File: config.mk
export PLATFORM = sky130hd
export DESIGN_NAME = gate_step_sequencer_flat
export DESIGN_NICKNAME = d
export VERILOG_FILES = /design/src/hdl/gss_pkg.sv /design/src/hdl/gss_tick_if.sv /design/src/hdl/gss_result_if.sv /design/src/hdl/gss_cfg_regs.sv /design/src/hdl/gss_step_core.sv /design/src/hdl/gate_step_sequencer.sv /design/src/flat_wrapper.sv
export SDC_FILE = /design/constraint.sdc
export NUM_CORES = 1
export LEC_CHECK = 0
export BUFFER_PORTS_ARGS = -buffer_cell sky130_fd_sc_hd__buf_2
export CAP_MARGIN = 20
export CORE_ASPECT_RATIO = 0.75
export CORE_MARGIN = 2
export CORE_UTILIZATION = 60
export CTS_CLUSTER_SIZE = 30
export DETAILED_ROUTE_END_ITERATION = 8
export PLACE_DENSITY = 0.81
export SLEW_MARGIN = 30
export SYNTH_ARGS = -nofsm -noshare
export SYNTH_HDL_FRONTEND = slang
export SYNTH_SLANG_ARGS = --single-unit
File: constraint.sdc
create_clock -name clk -period 8 [get_ports clk]
set_input_delay 0.8 -clock clk [delete_from_list [all_inputs] [get_ports clk]]
set_output_delay 0.8 -clock clk [all_outputs]
set_load 0.1 [all_outputs]
File: src/hdl/gss_pkg.sv
// Shared types and constants for the gate step sequencer.
package gss_pkg;

    localparam int NUM_STEPS  = 16;
    localparam int PHASE_BITS = 24;
    localparam int PULSE_BITS = 16;
    localparam int STEP_W     = $clog2(NUM_STEPS);
    localparam int COUNT_W    = 5;
    localparam int CFG_IDX_W  = 2;
    localparam int CFG_DATA_W = 24;

    // Configuration register indexes
    localparam logic [CFG_IDX_W-1:0] CFG_GATE_MODE       = 2'd0;
    localparam logic [CFG_IDX_W-1:0] CFG_USE_EXT_CLOCK   = 2'd1;
    localparam logic [CFG_IDX_W-1:0] CFG_PHASE_INCREMENT = 2'd2;
    localparam logic [CFG_IDX_W-1:0] CFG_PULSE_LENGTH    = 2'd3;

    // Gate modes; code 3 is undefined and behaves as continuous
    localparam logic [1:0] GATE_TRIGGER    = 2'd0;
    localparam logic [1:0] GATE_RETRIGGER  = 2'd1;
    localparam logic [1:0] GATE_CONTINUOUS = 2'd2;

    localparam logic [1:0]            GATE_MODE_RST       = GATE_TRIGGER;
    localparam logic [PHASE_BITS-1:0] PHASE_INCREMENT_RST = PHASE_BITS'(1522);
    localparam logic [PULSE_BITS-1:0] PULSE_LENGTH_RST    = PULSE_BITS'(44);

    typedef struct packed {
        logic [1:0]            gate_mode;
        logic                  use_external_clock;
        logic [PHASE_BITS-1:0] phase_increment;
        logic [PULSE_BITS-1:0] pulse_length;
    } cfg_t;

    typedef struct packed {
        logic                 run_toggle;
        logic                 reset_edge;
        logic                 ext_clock_edge;
        logic                 note_write;
        logic                 note_clear;
        logic [COUNT_W-1:0]   step_count;
        logic [NUM_STEPS-1:0] button_toggles;
        logic [NUM_STEPS-1:0] jack_toggles;
    } tick_t;

    typedef struct packed {
        logic                 gate_out;
        logic [STEP_W-1:0]    step_index;
        logic                 running;
        logic [NUM_STEPS-1:0] pattern;
        logic                 step_advanced;
    } result_t;

endpackage

File: src/hdl/gss_tick_if.sv
// Valid/ready channel carrying one input tick item.
interface gss_tick_if;
    logic           valid;
    logic           ready;
    gss_pkg::tick_t data;

    modport source (output valid, output data, input ready);
    modport sink   (input valid, input data, output ready);
endinterface

File: src/hdl/gss_result_if.sv
// Valid/ready channel carrying one result item.
interface gss_result_if;
    logic             valid;
    logic             ready;
    gss_pkg::result_t data;

    modport source (output valid, output data, input ready);
    modport sink   (input valid, input data, output ready);
endinterface

File: src/hdl/gss_cfg_regs.sv
// Configuration register file for the gate step sequencer.
module gss_cfg_regs (
    input  logic                             clk,
    input  logic                             rst_n,
    input  logic                             cfg_we,
    input  logic [gss_pkg::CFG_IDX_W-1:0]    cfg_index,
    input  logic [gss_pkg::CFG_DATA_W-1:0]   cfg_data,
    output gss_pkg::cfg_t                    cfg
);
    import gss_pkg::*;

    cfg_t cfg_reg;
    cfg_t cfg_next;

    always_comb
    begin
        cfg_next = cfg_reg;
        if (cfg_we)
        begin
            case (cfg_index)
                CFG_GATE_MODE:       cfg_next.gate_mode          = cfg_data[1:0];
                CFG_USE_EXT_CLOCK:   cfg_next.use_external_clock = cfg_data[0];
                CFG_PHASE_INCREMENT: cfg_next.phase_increment    = cfg_data[PHASE_BITS-1:0];
                CFG_PULSE_LENGTH:    cfg_next.pulse_length       = cfg_data[PULSE_BITS-1:0];
                default:             cfg_next = cfg_reg;
            endcase
        end
    end

    always_ff @(posedge clk or negedge rst_n)
    begin
        if (!rst_n)
        begin
            cfg_reg.gate_mode          <= GATE_MODE_RST;
            cfg_reg.use_external_clock <= 1'b0;
            cfg_reg.phase_increment    <= PHASE_INCREMENT_RST;
            cfg_reg.pulse_length       <= PULSE_LENGTH_RST;
        end
        else
        begin
            cfg_reg <= cfg_next;
        end
    end

    assign cfg = cfg_reg;

endmodule

File: src/hdl/gss_step_core.sv
// Sequencer state and the per-tick update that forms one result.
module gss_step_core (
    input  logic             clk,
    input  logic             rst_n,
    input  gss_pkg::cfg_t    cfg,
    input  gss_pkg::tick_t   item,
    input  logic             fire,
    output gss_pkg::result_t result
);
    import gss_pkg::*;

    logic                  run_reg,      run_next;
    logic [PHASE_BITS-1:0] phase_reg,    phase_next;
    logic [STEP_W-1:0]     position_reg, position_next;
    logic [NUM_STEPS-1:0]  gate_bits_reg, gate_bits_next;
    logic [PULSE_BITS-1:0] pulse_reg,    pulse_next;

    logic [PHASE_BITS:0]   phase_sum;
    logic                  advance;
    logic [COUNT_W-1:0]    count;
    logic [COUNT_W-1:0]    position_inc;
    logic [NUM_STEPS-1:0]  step_bit;
    logic [NUM_STEPS-1:0]  notes;
    logic [PULSE_BITS-1:0] pulse_load;
    logic                  pulse;
    logic                  gate;

    always_comb
    begin
        run_next  = run_reg ^ item.run_toggle;
        phase_sum = {1'b0, phase_reg} + {1'b0, cfg.phase_increment};
        advance   = 1'b0;
        phase_next = phase_reg;

        if (run_next)
        begin
            if (cfg.use_external_clock)
            begin
                if (item.ext_clock_edge)
                begin
                    phase_next = '0;
                    advance    = 1'b1;
                end
            end
            else
            begin
                advance    = phase_sum[PHASE_BITS];
                phase_next = phase_sum[PHASE_BITS-1:0];
            end
        end

        // Reset restarts at step zero even while stopped
        if (item.reset_edge)
        begin
            phase_next = '0;
            advance    = 1'b1;
        end

        // Clamp the length to 1..NUM_STEPS
        if (item.step_count == '0)
            count = COUNT_W'(1);
        else if (item.step_count > COUNT_W'(NUM_STEPS))
            count = COUNT_W'(NUM_STEPS);
        else
            count = item.step_count;

        position_inc  = COUNT_W'(position_reg) + COUNT_W'(1);
        position_next = position_reg;
        pulse_load    = pulse_reg;
        notes         = gate_bits_reg;

        if (advance)
        begin
            if (item.reset_edge || position_inc >= count)
                position_next = '0;
            else
                position_next = position_inc[STEP_W-1:0];
            pulse_load = cfg.pulse_length;
        end

        step_bit = NUM_STEPS'(1) << position_next;
        if (advance)
        begin
            if (item.note_write)
                notes = notes | step_bit;
            if (item.note_clear)
                notes = notes & ~step_bit;
        end

        pulse      = pulse_load != '0;
        pulse_next = pulse ? pulse_load - PULSE_BITS'(1) : pulse_load;

        gate_bits_next = notes ^ item.button_toggles ^ item.jack_toggles;

        gate = run_next && gate_bits_next[position_next];
        case (cfg.gate_mode)
            GATE_TRIGGER:    gate = gate && pulse;
            GATE_RETRIGGER:  gate = gate && !pulse;
            GATE_CONTINUOUS: gate = gate;
            default:         gate = gate;
        endcase

        result.gate_out      = gate;
        result.step_index    = position_next;
        result.running       = run_next;
        result.pattern       = gate_bits_next;
        result.step_advanced = advance;
    end

    always_ff @(posedge clk or negedge rst_n)
    begin
        if (!rst_n)
        begin
            run_reg       <= 1'b1;
            phase_reg     <= '0;
            position_reg  <= '0;
            gate_bits_reg <= '0;
            pulse_reg     <= '0;
        end
        else if (fire)
        begin
            run_reg       <= run_next;
            phase_reg     <= phase_next;
            position_reg  <= position_next;
            gate_bits_reg <= gate_bits_next;
            pulse_reg     <= pulse_next;
        end
    end

endmodule

File: src/hdl/gate_step_sequencer.sv
// Top level of the gate step sequencer: input register, step core, result register.
//
// Usage:
//   tick   - sink channel; one item per sample tick carrying edge strobes,
//            note write/clear levels, the requested length and toggle masks.
//   result - source channel; exactly one result item per tick item: gate,
//            current step, run flag, gate pattern and an advance flag.
//   cfg_we/cfg_index/cfg_data - register writes (gate mode, clock source,
//            phase increment, pulse length); write only while idle.
// Path: an accepted tick item lands in the input register and, once the result
//   register is free, is processed and its result registered. Throughput: one
//   item per cycle unless the receiver stalls; the per-tick update is one 25-bit
//   phase add, a step compare and 16-bit mask logic between the two registers.
// Reset (rst_n low): run flag set, phase, step, pattern and pulse counter
//   cleared, registers back to their defaults, both pipeline registers empty.
// Stall: when the receiver holds ready low the result register holds; the
//   input register still takes one more item, then tick.ready drops.
module gate_step_sequencer (
    input  logic                             clk,
    input  logic                             rst_n,
    gss_tick_if.sink                         tick,
    gss_result_if.source                     result,
    input  logic                             cfg_we,
    input  logic [gss_pkg::CFG_IDX_W-1:0]    cfg_index,
    input  logic [gss_pkg::CFG_DATA_W-1:0]   cfg_data
);
    import gss_pkg::*;

    cfg_t    cfg;
    tick_t   item_reg;
    logic    item_valid_reg;
    result_t result_reg;
    logic    result_valid_reg;
    result_t core_result;
    logic    result_free;
    logic    fire;

    gss_cfg_regs u_cfg (
        .clk       (clk),
        .rst_n     (rst_n),
        .cfg_we    (cfg_we),
        .cfg_index (cfg_index),
        .cfg_data  (cfg_data),
        .cfg       (cfg)
    );

    // Advance the held item into the result register once that slot frees up
    assign result_free = !result_valid_reg || result.ready;
    assign fire        = item_valid_reg && result_free;
    assign tick.ready  = !item_valid_reg || fire;

    gss_step_core u_core (
        .clk    (clk),
        .rst_n  (rst_n),
        .cfg    (cfg),
        .item   (item_reg),
        .fire   (fire),
        .result (core_result)
    );

    // Input register: valid bit under reset, payload held without reset
    always_ff @(posedge clk or negedge rst_n)
    begin
        if (!rst_n)
        begin
            item_valid_reg <= 1'b0;
        end
        else if (tick.ready)
        begin
            item_valid_reg <= tick.valid;
        end
    end

    always_ff @(posedge clk)
    begin
        if (tick.ready && tick.valid)
        begin
            item_reg <= tick.data;
        end
    end

    // Result register: hold while the receiver stalls
    always_ff @(posedge clk or negedge rst_n)
    begin
        if (!rst_n)
        begin
            result_valid_reg <= 1'b0;
        end
        else if (result_free)
        begin
            result_valid_reg <= fire;
        end
    end

    always_ff @(posedge clk)
    begin
        if (fire)
        begin
            result_reg <= core_result;
        end
    end

    assign result.valid = result_valid_reg;
    assign result.data  = result_reg;

endmodule

File: src/flat_wrapper.sv
// flat-port wrapper written by rule: the top's interface ports become plain ports
module gate_step_sequencer_flat import gss_pkg::*;
  (clk, rst_n, cfg_we, cfg_index, cfg_data, tick_valid, tick_data, tick_ready, result_valid, result_data, result_ready);
  gss_tick_if tick_i ();
  gss_result_if result_i ();
  input  logic clk;
  input  logic rst_n;
  input  logic cfg_we;
  input  logic [gss_pkg::CFG_IDX_W-1:0] cfg_index;
  input  logic [gss_pkg::CFG_DATA_W-1:0] cfg_data;
  input wire logic [$bits(tick_i.valid)-1:0] tick_valid;
  input wire logic [$bits(tick_i.data)-1:0] tick_data;
  output wire logic [$bits(tick_i.ready)-1:0] tick_ready;
  output wire logic [$bits(result_i.valid)-1:0] result_valid;
  output wire logic [$bits(result_i.data)-1:0] result_data;
  input wire logic [$bits(result_i.ready)-1:0] result_ready;
  assign tick_i.valid = tick_valid;
  assign tick_i.data = tick_data;
  assign tick_ready = tick_i.ready;
  assign result_valid = result_i.valid;
  assign result_data = result_i.data;
  assign result_i.ready = result_ready;
  gate_step_sequencer u_core (.clk(clk), .rst_n(rst_n), .tick(tick_i), .result(result_i), .cfg_we(cfg_we), .cfg_index(cfg_index), .cfg_data(cfg_data));
endmodule
After elaboration in Yosys (flattened, before gate mapping) --
Cells that the tools add are included.
Operators by class: reductions and logical operators 21, shift-type cells 1, mux-type cells 21, magnitude comparators 3, div/mod/pow operators 0, add/subtract/negate cells 3, bitwise gates (word level) 6, equality and inequality tests 5, multiply operators 0
Operators with widths (count):
- 16-bit 2-to-1 mux | 6
- 24-bit 2-to-1 mux | 4
- 16-bit XOR | 2
- 24-bit by 24-bit adder with 25-bit output | 1
- 16-bit bitwise AND | 1
- 16-bit NOT | 1
- 16-bit bitwise OR | 1
- 16-bit nonzero test | 1
- 1-bit by 4-bit << shifter with 16-bit output, first input constant | 1
- 16-bit by 1-bit subtractor with 16-bit output, second input constant | 1
- 5-bit 2-to-1 mux | 2
- 4-bit 2-to-1 mux | 2
- 2-bit AND reduction | 4
- 4-bit by 1-bit adder with 5-bit output, second input constant | 1
- 5-bit greater-or-equal comparator | 1
- 5-bit greater-than comparator, second input constant | 1
- 1-bit logical AND | 5
- 5-bit logical NOT | 1
- 4-bit by 5-bit < comparator with 1-bit output, second input constant | 1
- 1-bit 2-to-1 mux | 5
- 1-bit binary-select mux with 4-bit select | 1
- 2-bit by 1-bit == test with 1-bit output, second input constant | 2
- 2-bit == test, second input constant | 2
- 2-bit logical NOT | 2
- other kinds (7) | 11
Storage, ports and cells: register bits 171, memory bits (read-only) 0, output and inout bits 25, word-level logic and storage cells 84, memories kept 0, RAM bits 0, latch bits 0

Longest topological paths before layout --
word-level depth 21, gate-level depth with buffers 22

Cells and area by module --
From an unflattened synthesis, not the netlist that was laid out.
Second synthesis, totals: cells, all modules 862, area total of the unflattened synthesis 9580.4 um^2
By module, submodules not included:
- gss_step_core | area each 5753.0 um^2, cells each 696, times used 1
- gate_step_sequencer | area each 2055.7 um^2, cells each 73, times used 1
- gss_cfg_regs | area each 1771.7 um^2, cells each 93, times used 1

Worst setup path before layout --
OpenSTA, ideal clock, no wires.
kind reg-to-reg, start register u_core.u_cfg.cfg_reg, in the netlist u_core.u_cfg.cfg[35], end register u_core.result_reg, in the netlist u_core.result.data[22], data pin, library setup time 0.269 ns, buffers on the path 3, arrival 4.335 ns, path slack 3.396 ns, cell stages (with the launch flop) 20, required time 7.731 ns, cells stage by stage dfrtp_1 ha_1 buf_6 a21oi_2 o21ai_2 a2111oi_4 nor2_2 nor2_4 buf_2 buf_2 mux2i_1 ha_1 nand2b_1 or4_1 or4_4 and3_4 o31ai_2 nor4b_2 a21oi_1 a22oi_1
RTL lines:
- from (decl) | line gss_cfg_regs.sv:12 | cfg_t cfg_reg;
- from (signal assigned) | line gss_cfg_regs.sv:41 | cfg_reg <= cfg_next;
- to (signal assigned) | line gate_step_sequencer.sv:99 | result_reg <= core_result;
- to (decl) | line gate_step_sequencer.sv:32 | result_t result_reg;

==> results.sh <==
export IMPL_run_status="finished, final reports clean"
export IMPL_gp_congestion=0.942
export IMPL_synthDistinctLibCells=88
export IMPL_startpoint="u_core.u_cfg.cfg[17]"
export IMPL_drt_pass1_iter_count=6
export IMPL_synthArstFlopShare_pct=62.0
export IMPL_initial_utilization_pct=61.0
export IMPL_drive_gt1_share_pct=24.2
export IMPL_clock_sinks=171
export IMPL_coreArea_mm2=0.0160
export IMPL_n_fill_cell=1161
export IMPL_cp_arrival_ns=5.29
export IMPL_synth_top_area_share_pct=24.4
export IMPL_cts_root_buf="clkbuf_16"
export IMPL_syn_num_nets=1019
export IMPL_min_period_over_period_pct=63.9
export IMPL_use_met2_pct=39.4
export IMPL_maxCapViolations=0
export IMPL_via_per_inst=6.24
export IMPL_cts_buffer_depth=2
export IMPL_rr_endpoint="u_core.result.data[22]"
export IMPL_rows=40
export IMPL_synthSimpleGateAreaFrac_pct=13.8
export IMPL_die_x_um=151
export IMPL_cts_resized_gates=0
export IMPL_p_leak_nw=4.60
export IMPL_synth_area_leaders="dfrtp_1, edfxtp_1, mux2_2, ha_1, nand2_1"
export IMPL_cts_setup_buffers=0
export IMPL_syn2layout_area_growth_pct=13.2
export IMPL_top_usage_layer="met1"
export IMPL_synthesis_area_mm2=0.00974
export IMPL_numCtsBuffers=17
export IMPL_synth_top_family_by_area="compound AO/OA/AOI/OAI gates"
export IMPL_reg2regPathDepth=17
export IMPL_clk_latency_ns=0.44
export IMPL_required_ns=8.18
export IMPL_critPathCaptureType="flip-flop"
export IMPL_finClkSkew_ns=0.0128
export IMPL_synth_fa_ha_area_share_pct=4.31
export IMPL_drc_errors=0
export IMPL_finalHoldViolations=0
export IMPL_grt_met3_usage_pct=7.37
export IMPL_synth_area_per_cell_um2=10.7
export IMPL_dp_cells=1197
export IMPL_path_max_fanout=13
export IMPL_drtIter0Drc=949
export IMPL_start_kind="flip-flop"
export IMPL_grt_usage_pct=28.0
export IMPL_yosysSeqAreaShare_pct=47.4
export IMPL_rsz0062_at_grt="false"
export IMPL_path_clk_slew_ns=0.07
export IMPL_cts_htree_levels=4
export IMPL_critPathKind="flip-flop to flip-flop"
export IMPL_synth_edf_count=65
export IMPL_setup_viol=0
export IMPL_chipHeight_um=114
export IMPL_synth_xor_area_share_pct=5.55
export IMPL_routedWlPerCell_um=18.7
export IMPL_clock_fmax_mhz=196
export IMPL_timing_final_crit_period_ns=5.11
export IMPL_vias=7665
export IMPL_io_pins=98
export IMPL_tns_ns=0
export IMPL_drt_total_wl_um=22900
export IMPL_die_area_mm2=0.0173
export IMPL_grt_pass1_wl_um=37500
export IMPL_ys_warn_count=0
export IMPL_antenna_found_initial=0
export IMPL_fin_total_pwr_w=0.00390
export IMPL_vdd_ir_drop_max_uv=170
export IMPL_ys_ff_latch=171
export IMPL_synthCells=913
export IMPL_synth_area_mux_share_pct=7.51
export IMPL_dp_hpwl_um=16200
export IMPL_cp_endpoint="u_core.result.data[22]"
export IMPL_first_global_vias=7200
export IMPL_largest_register_ff_count=43
export IMPL_drtAntennaViolNets=0
export IMPL_grt_ovfl_total=0
export IMPL_portBuffers=97
export IMPL_r2r_start="u_core.u_cfg.cfg[17]"
export IMPL_nets=1112
export IMPL_slew_viol_final=0
export IMPL_synth_compound_gate_area_share_pct=18.9
export IMPL_num_antenna_cells=0
export IMPL_worst_pin_slew_ns=0.937
export IMPL_hold_path_class="input pin to async pin"
export IMPL_rrSetupSlack_ns=2.89
export IMPL_hold_buffers=0
export IMPL_grt_max_degree=80
export IMPL_ys_flop_type="dfrtp_1"
export IMPL_gr_usage_met1_pct=43.0
export IMPL_layout_cells_non_filler=1229
export IMPL_cts_tree="built"
export IMPL_cellPowerDensity_mw_per_mm2=354
export IMPL_slew_headroom_pct=37.5
export IMPL_synth_largest_area_cell="dfrtp_1"
[through the flow]
| stage | utilization, % | instance area (µm²) | setup slack, ns | hold slack [ns] |
|---|---|---|---|---|
| 6_report | 69.1 | 11000 | 2.89 | 0.296 |
| 3_3_place_gp | 65.2 | 10400 | 3.19 | 0.465 |
| 4_1_cts | 69.1 | 11000 | 2.93 | 0.302 |
| 3_5_place_dp | 65.2 | 10400 | 2.99 | 0.469 |
| 2_1_floorplan | - | 9740 | 3.40 | 0.447 |
| 5_1_grt | 69.1 | 11000 | 2.73 | 0.317 |
[cells by family (layout without fill, tap and decap cells)]
kind of cell	Yosys count	in the layout
flip-flops	171	171
XOR/XNOR	60	60
AND/OR/NAND/NOR	273	273
multiplexers	66	66
AO/OA/AOI/OAI	254	254
adder cells (fa/ha/maj)	33	33
buffers and inverters	56	162
[cells in the final DEF, fill, tap and decap left out, types with 8 or more instances in the layout]
cell,Yosys,routed
buf_2,7,96
dfrtp_1,95,95
nand2_1,83,83
edfxtp_1,65,65
nor2_1,64,64
mux2_2,57,57
o21ai_0,49,49
a21oi_1,46,46
xnor2_1,35,35
ha_1,32,32
xor2_1,23,23
inv_1,22,21
nand3_1,21,21
nor3_1,20,20
a22o_1,17,17
clkbuf_16,0,17
a21o_1,16,16
o22ai_1,13,13
a211oi_1,12,12
or3_1,12,12
dfstp_2,11,11
o211ai_1,10,10
buf_4,3,10
nand2b_1,9,9
o21a_1,9,9
nor4_1,9,9
mux2i_1,9,9
and3_1,8,8
and2_1,9,8
o21bai_1,8,8
[worst max-delay path: stages (launching register included)]
cell      delay [ns]
dfstp_2         0.55
inv_1           0.06
fa_1            0.44
nor2b_1         0.22
o31a_1          0.24
o211ai_2        0.19
a21oi_2         0.60
nor2_4          0.08
mux2i_1         0.31
ha_1            0.25
nand2b_1        0.08
or4_1           0.44
or4_4           0.47
and3_4          0.20
o31ai_2         0.36
nor4b_2         0.10
a21oi_1         0.16
a22oi_1         0.10
[cell type report]
class | instances | area [µm²] | area share (%)
multi-input combinational | 686 | 4880 | 44.3
clock inverter | 14 | 174 | 1.58
timing repair buffer | 107 | 567 | 5.14
inverter | 23 | 86.3 | 0.783
tap | 210 | 263 | 2.38
sequential | 171 | 4620 | 41.9
clock buffer | 18 | 439 | 3.98
[synth_stat cells, types with 10 or more instances]
cell       n
nand2_1   83
xnor2_1   35
mux2_2    57
edfxtp_1  65
a21oi_1   46
or3_1     12
inv_1     22
a22o_1    17
xor2_1    23
clkbuf_1  19
o21ai_0   49
o22ai_1   13
a211oi_1  12
nor3_1    20
a21o_1    16
ha_1      32
dfrtp_1   95
nand3_1   21
nor2_1    64
dfstp_2   11
o211ai_1  10
[power breakdown]
part	internal (W)	switching, W
combinational	0.000624	0.00107
sequential	0.00117	0.000175
clock	0.000481	0.000381
total	0.00227	0.00163
[layer usage]
layer	part of all wire, %	wire [µm]
met4	1.3	290
met3	8.7	1990
met2	43	9760
met5	0	0
met1	47	10900
[how the worst min path moves through the flow]
stage,endpoint,start,cells past startpoint
floorplan,u_core.u_core.gate_bits_reg[6],u_core.u_core.gate_bits_reg[6],2
finish,u_core.u_core.pulse_reg[13],rst_n,1
global route,u_core.u_core.pulse_reg[13],rst_n,1
global placement,u_core.u_core.phase_reg[2],u_core.u_core.phase_reg[2],2
CTS,u_core.u_core.position_reg[2],rst_n,1
detailed placement,u_core.u_core.gate_bits_reg[14],u_core.u_core.gate_bits_reg[14],2
Note: power is estimated with default switching activity, not from simulation.
